File: config.mk
export PLATFORM = sky130hd
export DESIGN_NAME = date_span_in_days_core
export DESIGN_NICKNAME = d
export VERILOG_FILES = /design/src/sv/dsd_pkg.sv /design/src/sv/date_span_in_days_core.sv
export SDC_FILE = /design/constraint.sdc
export NUM_CORES = 2
export LEC_CHECK = 0
export BUFFER_PORTS_ARGS = -buffer_cell sky130_fd_sc_hd__buf_2
export CAP_MARGIN = 20
export CORE_MARGIN = 4
export CORE_UTILIZATION = 25
export DETAILED_ROUTE_END_ITERATION = 10
export PLACE_DENSITY = 0.41
export SLEW_MARGIN = 20
export SYNTH_ARGS = -nofsm -noshare
export SYNTH_HDL_FRONTEND = slang
export SYNTH_SLANG_ARGS = --single-unit
File: constraint.sdc
create_clock -name clock -period 8.9 [get_ports clock]
set_input_delay 0 -clock clock [delete_from_list [all_inputs] [get_ports clock]]
set_output_delay 0 -clock clock [all_outputs]
set_load 0.02 [all_outputs]
File: src/sv/dsd_pkg.sv
`default_nettype none

package dsd_pkg;

   localparam int YEAR_W = 14;
   localparam int MON_W  = 5 - 1;
   localparam int DAY_W  = 5;
   localparam int SPAN_W = 22;
   // Day number of the last day of year 16383 still fits in 23 bits.
   localparam int DN_W   = 23;
   // Year divided by four, and by sixteen.
   localparam int Q4_W   = YEAR_W - 2;
   localparam int Q16_W  = YEAR_W - 4;
   localparam int RCP_W  = 11;
   localparam int PROD_W = Q4_W + RCP_W;
   localparam int QT_W   = 8;
   localparam int OFF_W  = 9;

   localparam logic [YEAR_W-1:0] MAX_YEAR = YEAR_W'(9999);

   // x / 25 == (x * 1311) >> 15, exact for x below 4681.
   localparam logic [RCP_W-1:0] RECIP25     = RCP_W'(1311);
   localparam int               RECIP_SHIFT = 15;
   localparam logic [Q4_W-1:0]  TWENTY_FIVE = Q4_W'(25);

   localparam logic [DN_W-1:0]  DAYS_PER_YEAR = DN_W'(365);

   localparam logic [MON_W-1:0] JANUARY  = MON_W'(1);
   localparam logic [MON_W-1:0] FEBRUARY = MON_W'(2);
   localparam logic [MON_W-1:0] DECEMBER = MON_W'(12);

   typedef struct packed {
      logic [YEAR_W-1:0] y;
      logic [YEAR_W-1:0] p;
      logic [MON_W-1:0]  m;
      logic [DAY_W-1:0]  d;
      logic              yr_ok;
      logic              mo_ok;
      logic [PROD_W-1:0] y4_prod;
      logic [PROD_W-1:0] y16_prod;
      logic [PROD_W-1:0] p4_prod;
      logic [PROD_W-1:0] p16_prod;
   } s1_type;

   typedef struct packed {
      logic [DN_W-1:0]  base;
      logic [OFF_W-1:0] off;
      logic             ok;
   } s2_type;

   // Days before the first of a month in a common year.
   function automatic logic [OFF_W-1:0] month_start(input logic [MON_W-1:0] m);
      logic [OFF_W-1:0] r;
      case (m)
         4'd1:    r = OFF_W'(0);
         4'd2:    r = OFF_W'(31);
         4'd3:    r = OFF_W'(59);
         4'd4:    r = OFF_W'(90);
         4'd5:    r = OFF_W'(120);
         4'd6:    r = OFF_W'(151);
         4'd7:    r = OFF_W'(181);
         4'd8:    r = OFF_W'(212);
         4'd9:    r = OFF_W'(243);
         4'd10:   r = OFF_W'(273);
         4'd11:   r = OFF_W'(304);
         4'd12:   r = OFF_W'(334);
         default: r = OFF_W'(0);
      endcase
      return r;
   endfunction

   function automatic logic [DAY_W-1:0] month_len(input logic [MON_W-1:0] m,
                                                  input logic leap);
      logic [DAY_W-1:0] r;
      case (m)
         4'd2:    r = leap ? DAY_W'(29) : DAY_W'(28);
         4'd4:    r = DAY_W'(30);
         4'd6:    r = DAY_W'(30);
         4'd9:    r = DAY_W'(30);
         4'd11:   r = DAY_W'(30);
         default: r = DAY_W'(31);
      endcase
      return r;
   endfunction

endpackage

`default_nettype wire

File: src/sv/date_span_in_days_core.sv
// Five register stages lie between req accept and rsp_valid.
// Throughput: one word per cycle; a stalled rsp channel holds the unbroken run of
// full stages at the output end, and stages behind it still move into empty ones.
// Reset clears the stage valid bits only; no state is kept between words.
`default_nettype none

module date_span_in_days_core (
   input  wire logic                       clock,
   input  wire logic                       reset,
   input  wire logic                       req_valid,
   output logic                            req_ready,
   input  wire logic [dsd_pkg::DAY_W-1:0]  req_first_day,
   input  wire logic [dsd_pkg::MON_W-1:0]  req_first_month,
   input  wire logic [dsd_pkg::YEAR_W-1:0] req_first_year,
   input  wire logic [dsd_pkg::DAY_W-1:0]  req_second_day,
   input  wire logic [dsd_pkg::MON_W-1:0]  req_second_month,
   input  wire logic [dsd_pkg::YEAR_W-1:0] req_second_year,
   input  wire logic [dsd_pkg::DAY_W-1:0]  req_third_day,
   input  wire logic [dsd_pkg::MON_W-1:0]  req_third_month,
   input  wire logic [dsd_pkg::YEAR_W-1:0] req_third_year,
   output logic                            rsp_valid,
   input  wire logic                       rsp_ready,
   output logic                            rsp_all_valid,
   output logic [dsd_pkg::SPAN_W-1:0]      rsp_span_days
);

   localparam int NDATE = 3;

   // Stage valid bits and advance enables. A stage loads when it is empty
   // or when the stage after it moves on.
   logic v1_ff, v2_ff, v3_ff, v4_ff, v5_ff;
   logic adv1, adv2, adv3, adv4, adv5;

   assign adv5      = !v5_ff || rsp_ready;
   assign adv4      = !v4_ff || adv5;
   assign adv3      = !v3_ff || adv4;
   assign adv2      = !v2_ff || adv3;
   assign adv1      = !v1_ff || adv2;
   assign req_ready = adv1;
   assign rsp_valid = v5_ff;

   always_ff @(posedge clock) begin
      if (reset) begin
         v1_ff <= 1'b0;
         v2_ff <= 1'b0;
         v3_ff <= 1'b0;
         v4_ff <= 1'b0;
         v5_ff <= 1'b0;
      end else begin
         if (adv1) v1_ff <= req_valid;
         if (adv2) v2_ff <= v1_ff;
         if (adv3) v3_ff <= v2_ff;
         if (adv4) v4_ff <= v3_ff;
         if (adv5) v5_ff <= v4_ff;
      end
   end

   // ---------------------------------------------------------------------
   // Stage 1: range checks on year and month, and the reciprocal products
   // that stand in for the divisions by 100 and 400.
   // ---------------------------------------------------------------------
   logic [dsd_pkg::DAY_W-1:0]  d_in [NDATE];
   logic [dsd_pkg::MON_W-1:0]  m_in [NDATE];
   logic [dsd_pkg::YEAR_W-1:0] y_in [NDATE];

   assign d_in[0] = req_first_day;
   assign m_in[0] = req_first_month;
   assign y_in[0] = req_first_year;
   assign d_in[1] = req_second_day;
   assign m_in[1] = req_second_month;
   assign y_in[1] = req_second_year;
   assign d_in[2] = req_third_day;
   assign m_in[2] = req_third_month;
   assign y_in[2] = req_third_year;

   dsd_pkg::s1_type s1_in [NDATE];
   dsd_pkg::s1_type s1_ff [NDATE];

   always_comb begin
      for (int i = 0; i < NDATE; i++) begin
         s1_in[i].y     = y_in[i];
         s1_in[i].p     = y_in[i] - dsd_pkg::YEAR_W'(1);
         s1_in[i].m     = m_in[i];
         s1_in[i].d     = d_in[i];
         s1_in[i].yr_ok = (y_in[i] != '0) && (y_in[i] <= dsd_pkg::MAX_YEAR);
         s1_in[i].mo_ok = (m_in[i] >= dsd_pkg::JANUARY) && (m_in[i] <= dsd_pkg::DECEMBER);
         s1_in[i].y4_prod  = dsd_pkg::PROD_W'(y_in[i][dsd_pkg::YEAR_W-1:2])
                           * dsd_pkg::PROD_W'(dsd_pkg::RECIP25);
         s1_in[i].y16_prod = dsd_pkg::PROD_W'(y_in[i][dsd_pkg::YEAR_W-1:4])
                           * dsd_pkg::PROD_W'(dsd_pkg::RECIP25);
         s1_in[i].p4_prod  = dsd_pkg::PROD_W'(s1_in[i].p[dsd_pkg::YEAR_W-1:2])
                           * dsd_pkg::PROD_W'(dsd_pkg::RECIP25);
         s1_in[i].p16_prod = dsd_pkg::PROD_W'(s1_in[i].p[dsd_pkg::YEAR_W-1:4])
                           * dsd_pkg::PROD_W'(dsd_pkg::RECIP25);
      end
   end

   always_ff @(posedge clock) begin
      if (adv1) s1_ff <= s1_in;
   end

   // ---------------------------------------------------------------------
   // Stage 2: leap flag from the quotients by 25, day check, the
   // whole-year part of the day number and the within-year offset.
   // ---------------------------------------------------------------------
   dsd_pkg::s2_type s2_in [NDATE];
   dsd_pkg::s2_type s2_ff [NDATE];

   always_comb begin
      logic [dsd_pkg::QT_W-1:0]  qy100, qy400, qp100, qp400;
      logic [dsd_pkg::Q4_W-1:0]  y4, y16;
      logic                      by100, by400, leap;
      logic [dsd_pkg::DAY_W-1:0] mlen;
      qy100 = '0; qy400 = '0; qp100 = '0; qp400 = '0;
      y4 = '0; y16 = '0; by100 = 1'b0; by400 = 1'b0; leap = 1'b0; mlen = '0;
      for (int i = 0; i < NDATE; i++) begin
         qy100 = s1_ff[i].y4_prod [dsd_pkg::RECIP_SHIFT +: dsd_pkg::QT_W];
         qy400 = s1_ff[i].y16_prod[dsd_pkg::RECIP_SHIFT +: dsd_pkg::QT_W];
         qp100 = s1_ff[i].p4_prod [dsd_pkg::RECIP_SHIFT +: dsd_pkg::QT_W];
         qp400 = s1_ff[i].p16_prod[dsd_pkg::RECIP_SHIFT +: dsd_pkg::QT_W];
         y4    = s1_ff[i].y[dsd_pkg::YEAR_W-1:2];
         y16   = dsd_pkg::Q4_W'(s1_ff[i].y[dsd_pkg::YEAR_W-1:4]);
         // y % 100 == 0 when y % 4 == 0 and (y / 4) % 25 == 0; 400 likewise.
         by100 = (y4  - dsd_pkg::Q4_W'(dsd_pkg::Q4_W'(qy100) * dsd_pkg::TWENTY_FIVE)) == '0;
         by400 = (y16 - dsd_pkg::Q4_W'(dsd_pkg::Q4_W'(qy400) * dsd_pkg::TWENTY_FIVE)) == '0
               && (s1_ff[i].y[3:2] == 2'b00);
         leap  = (s1_ff[i].y[1:0] == 2'b00) && (!by100 || by400);
         mlen  = dsd_pkg::month_len(s1_ff[i].m, leap);

         s2_in[i].ok   = s1_ff[i].yr_ok && s1_ff[i].mo_ok
                       && (s1_ff[i].d != '0) && (s1_ff[i].d <= mlen);
         s2_in[i].base = dsd_pkg::DN_W'(s1_ff[i].p) * dsd_pkg::DAYS_PER_YEAR
                       + dsd_pkg::DN_W'(s1_ff[i].p[dsd_pkg::YEAR_W-1:2])
                       - dsd_pkg::DN_W'(qp100)
                       + dsd_pkg::DN_W'(qp400);
         s2_in[i].off  = dsd_pkg::month_start(s1_ff[i].m)
                       + dsd_pkg::OFF_W'(leap && (s1_ff[i].m > dsd_pkg::FEBRUARY))
                       + dsd_pkg::OFF_W'(s1_ff[i].d);
      end
   end

   always_ff @(posedge clock) begin
      if (adv2) s2_ff <= s2_in;
   end

   // ---------------------------------------------------------------------
   // Stage 3: finish the day numbers; combine the date checks.
   // ---------------------------------------------------------------------
   logic [dsd_pkg::DN_W-1:0] n_in [NDATE];
   logic [dsd_pkg::DN_W-1:0] n_ff [NDATE];
   logic                     ok3_in, ok3_ff;

   always_comb begin
      for (int i = 0; i < NDATE; i++) begin
         n_in[i] = s2_ff[i].base + dsd_pkg::DN_W'(s2_ff[i].off);
      end
      ok3_in = s2_ff[0].ok && s2_ff[1].ok && s2_ff[2].ok;
   end

   always_ff @(posedge clock) begin
      if (adv3) begin
         n_ff   <= n_in;
         ok3_ff <= ok3_in;
      end
   end

   // ---------------------------------------------------------------------
   // Stage 4: pick the earliest and the latest day number.
   // ---------------------------------------------------------------------
   logic [dsd_pkg::DN_W-1:0] lo_in, hi_in, lo_ff, hi_ff;
   logic                     ok4_ff;

   always_comb begin
      lo_in = (n_ff[1] < n_ff[0]) ? n_ff[1] : n_ff[0];
      hi_in = (n_ff[1] > n_ff[0]) ? n_ff[1] : n_ff[0];
      if (n_ff[2] < lo_in) lo_in = n_ff[2];
      if (n_ff[2] > hi_in) hi_in = n_ff[2];
   end

   always_ff @(posedge clock) begin
      if (adv4) begin
         lo_ff  <= lo_in;
         hi_ff  <= hi_in;
         ok4_ff <= ok3_ff;
      end
   end

   // ---------------------------------------------------------------------
   // Stage 5: span and output register; drop the span on an invalid word.
   // ---------------------------------------------------------------------
   logic [dsd_pkg::DN_W-1:0]   diff;
   logic [dsd_pkg::SPAN_W-1:0] span_in, span_ff;
   logic                       all_valid_ff;

   assign diff    = hi_ff - lo_ff;
   assign span_in = ok4_ff ? diff[dsd_pkg::SPAN_W-1:0] : '0;

   always_ff @(posedge clock) begin
      if (adv5) begin
         span_ff      <= span_in;
         all_valid_ff <= ok4_ff;
      end
   end

   assign rsp_all_valid = all_valid_ff;
   assign rsp_span_days = span_ff;

endmodule

`default_nettype wire

* After elaboration in Yosys (flattened, before gate mapping)
Memory sizes are Yosys's and may differ from the RTL's. A register that Yosys moved wholly into a read port is not among the register bits. Index checks and enable logic that the tools add are counted.
Word-level totals: bits in registers 623, bits in read-only memories 432, input bits 73, output and inout port bits 25, logic and storage cells 215, memories 3
Memory list:
- (name not given) | words 16, bits a word 9, rd ports 1, clocked after memory_dff 1, write ports 0, RTL line dsd_pkg.sv:54 | case (m)
- (name not given) | words 16, bits a word 9, rd ports 1, clocked after memory_dff 1, write ports 0, RTL line dsd_pkg.sv:54
- (name not given) | words 16, bits a word 9, rd ports 1, clocked after memory_dff 1, write ports 0, RTL line dsd_pkg.sv:54
Operators by class: add/sub/neg operators 28, multipliers 21, magnitude comparators 19, equality and inequality tests 15, mux-type cells 13, reductions and logical operators 63
Operators by type and width (number):
- $mul 12x11->23 const B | 6
- $mul 10x11->21 const B | 6
- $logic_not 12->1 | 6
- $add 23x12->23 | 3
- $add 23x6->23 | 3
- $add 23x9->23 | 3
- $mul 14x9->23 const B | 3
- $sub 23x8->23 | 3
- $gt 23x23->1 | 2
- $lt 23x23->1 | 2
- $mux 23 | 2
- $mux 22 | 2
- $le 14x14->1 const B | 3
- $reduce_bool 14->1 | 3
- $sub 14x1->14 const B | 3
- $mul 8x5->12 const B | 3
- $sub 10x11->12 | 3
- $sub 12x12->12 | 3
- $mul 6x5->11 const B | 3
- $add 9x1->9 | 3
- $add 9x5->9 | 3
- $logic_and 1x1->1 | 26
- $eq 4x3->1 const B | 6
- $eq 4x4->1 const B | 6
- 14 further kinds | 53

* Depth between registers and ports, before layout
depth after elaboration 10, mapped depth 28, mapped depth without buffers 28

* Worst setup path after synthesis
No wires, ideal clock.
kind input-to-reg, start in req_second_year[4] (netlist name), end reg s1_ff[151] (netlist name), data pin, setup time 0.262 ns, arrival 5.956 ns, required time 8.638 ns, setup slack 2.682 ns, stages on the path 22, buffers on the path 0, cells stage by stage inv_1 -> ha_1 -> inv_1 -> o21a_1 -> nand3_1 -> nor2_1 -> xnor2_1 -> fa_1 -> fa_1 -> fa_1 -> fa_1 -> fa_1 -> inv_1 -> ha_1 -> a21o_1 -> a21o_1 -> a221o_1 -> a31oi_1 -> o21ai_1 -> a21oi_1 -> o31ai_1 -> xnor2_1
RTL lines:
- start, declared | RTL line date_span_in_days_core.sv:17 | input wire logic [dsd_pkg::YEAR_W-1:0] req_second_year,
- end signal, assigned | RTL line date_span_in_days_core.sv:99 | if (adv1) s1_ff <= s1_in;
- end, declared | RTL line date_span_in_days_core.sv:77 | dsd_pkg::s1_type s1_ff [NDATE];

==> results.toml <==
[cells_and_area]
layout.area.seq_um2 = 13800
layout.nets = 8475
layout_common_cells = "ha_1 (1,470), inv_1 (1,367), fa_1 (703)"
multi_input_area_um2 = 45200
filler_cell_count = 26644
final_area_um2 = 72200
final_common_cell = "ha_1"
share_of_post_route_cells_with_drive_strength_above_1_pct = 4.81
area_growth_syn_to_layout_pct = 12.5

[synthesis]
synth_area_per_cell_um2 = 10.8
seq_area_frac_synth_pct = 21.5
synth_enable_flop_cells = 438
postSynthRegisterBits = 470
synthesis.yosys.warnings = 0
netlist_instances = 5964
synthesis.area_um2 = 64100
ys_dominant_reg_cell = "edfxtp_1"
synthesis.nets = 8210
synth.distinct_cells = 89
postSynth.asyncResetShare_pct = 0

[setup_path]
cp_data_required_time_ns = 9.33
worst_path_max_stage_delay_ns = 0.77
reg2reg_slack_ns = 2.86
cpMostUsedCell = "inv_1"
critPathArrivalTime_ns = 7.10
rr_startpoint = "n_ff[37]"
worst_path_max_delay_cell = "xnor2_2"
worst_setup_path_end_kind = "flop"
worst_setup_path_start_kind = "input port"
cp_max_fanout = 11
worstSetupPathType = "in2reg"
worstRegToRegCells = 17
crit-reg2reg-capture = "lo_ff[19]"

[cts]
clkSinkCount = 470
cts_tree = "yes"
clk_latency_ns = 0.68
cts_setup_buffers = 0
clock_tree.buffer_depth = 3
clk_pin_slew_worst_paths_ns = 0.06
root_buffer = "clkbuf_16"
ctsHtreeMaxLevel = 3
tritoncts.num_buffers = 67

[route]
dr.first_iter.drc_count = 1362
drc = 0
routedWlPerCell_um = 15.5
detailedRoute.firstPassIterationCount = 4
drt.antenna.violating_nets = 0
num_vias = 40578
vias_per_cell = 4.21
wirelength_um = 150000

[placed_design]
io_buffers = 97
globalplace.congestion = 0.817
placed_cell_area_um2 = 69100
hpwl_after_detailed_placement_um = 126000
dp_slack_ns = 1.48

[hold_path]
whs_endpoint = "s1_ff[229]"
min-delay-start = "req_second_day[4]"
whs_path_depth = 2
timing.hold.worst.class = "in2reg"

[floorplanning]
cell_row_count = 185
boundaryPins = 98
die_area_um2 = 265000
start_util_pct = 25.2
die_width_um = 515
floorplan.die.height_um = 515
core_area_um2 = 255000

[sta]
tightest_slew_margin_relative_to_the_limit_pct = 24.9
setup_violations = 0
hold_ws_ns = 0.0663
timing.setup.tns_ns = 0
max_freq_ghz = 0.150
setup_ws_ns = 2.23
maxSlewViolCount = 0
finalCritPeriodShare_pct = 74.9
rsz_0062_raised_after_global_routing = "no"
finalCriticalPeriod_ns = 6.67
tightest_slew_ns = 1.12
finalHoldViolations = 0
skew_ns = 0.0423

[job]
max_capacitance_violation_total = 0

[global_route]
first_global_vias = 43452
global_route.usage.met2_pct = 18.8
wire_length_of_the_first_global_routing_pass_um = 243000
grt_overflow = 0
grt_start_max_net_pins = 73
grtUsageTotal_pct = 11.5
use_met3_pct = 1.11
groute.layer.met1.usage_pct = 16.4
busiest_layer = "met2"
grt_antenna_before_repair = 9

[status]
run_status = "finished clean"
-- metal layers --
metal	routed length, µm	vias to the layer above
li1	-	20445
met1	75500	19681
met2	68000	319
met3	3120	133
met4	3050	0
met5	0	-
-- cell type report --
class / instances / area share [%]
inverters: 1368 / 7.12
diodes: 1 / 0.00347
multi-input cells: 4107 / 62.6
flip-flops and latches: 470 / 19.1
repair buffers: 215 / 2.16
clock inverters: 42 / 0.718
clock buffers: 80 / 2.45
well taps: 3366 / 5.84
-- registers in the layout, summed over array words and instances, names as in the netlist, named ones only --
| signal | count |
|---|---|
| rsp_all_valid | 1 |
| n_ff | 69 |
| v1_ff | 1 |
| lo_ff | 22 |
| hi_ff | 22 |
| s1_ff | 201 |
| v2_ff | 1 |
| rsp_valid | 1 |
| rsp_span_days | 22 |
| s2_ff | 99 |
| ok4_ff | 1 |
| v3_ff | 1 |
| ok3_ff | 1 |
| v4_ff | 1 |
-- kinds of logic (layout without fill, tap and decap cells) --
family	count (synthesis)	in the layout	share of synthesized area, %
compound gates	749	749	7.67
xor+xnor	293	293	4.00
fa+ha+maj	2173	2173	50.6
buf+inv	1387	1705	8.21
flops	470	470	21.5
mux	124	124	1.98
other cells	0	1	0
simple gates	768	768	6.03
-- synth_stat cells (all sizes together) (18+ instances only) --
library cell	instances	share of area, %
edfxtp	438	21
inv	1368	8.0
nand4	28	0.27
nand2b	34	0.33
a211oi	55	0.64
nand3	69	0.55
nor2b	53	0.52
nor2	196	1.1
a21o	81	0.95
xor2	91	1.2
o2111ai	21	0.29
or2	25	0.24
a21oi	186	1.5
o21a	52	0.61
mux2i	112	1.8
nand2	169	0.99
dfxtp	32	1.0
xnor2	202	2.8
a21boi	18	0.21
a31oi	19	0.19
nor3	60	0.49
fa	703	22
and3	26	0.25
and2	18	0.18
or3	21	0.20
ha	1470	29
o21ai	166	1.3
o31ai	21	0.27
nor4	22	0.21
-- critical path: cells and delay by family --
kind / cells / cell delay [ns]
buffers and inverters: 8 / 1.31
AO/OA/AOI/OAI: 7 / 1.76
XOR/XNOR: 2 / 0.91
AND/OR/NAND/NOR: 2 / 0.14
adder cells (fa/ha/maj): 7 / 2.94
-- worst max path at each step --
stage / start / endpoint / slack (ns)
finish: req_third_year[4] / s1_ff[44] / 2.23
global route: req_second_year[4] / s1_ff[150] / 1.69
CTS: req_second_year[4] / s1_ff[151] / 1.72
detailed placement: req_second_year[4] / s1_ff[151] / 1.48
global placement: req_second_year[4] / s1_ff[151] / 1.67
floorplan: req_second_year[4] / s1_ff[151] / 2.68
-- stage by stage --
stage,instances,utilization (%)
after floorplan,5964,-
after global routing,9649,28.3
after CTS,9648,28.3
after global placement,9451,27.1
after detailed placement,9451,27.1
final,9649,28.3
-- timing repair --
item / CTS / global route
hold buffers: 75 / 0
gates resized for setup: 0 / 0
hold endpoints to repair: 104 / 0
Power is left out: the tool's default activity adds up to more than one toggle a clock period on the data nets, which glitch-free logic cannot reach.
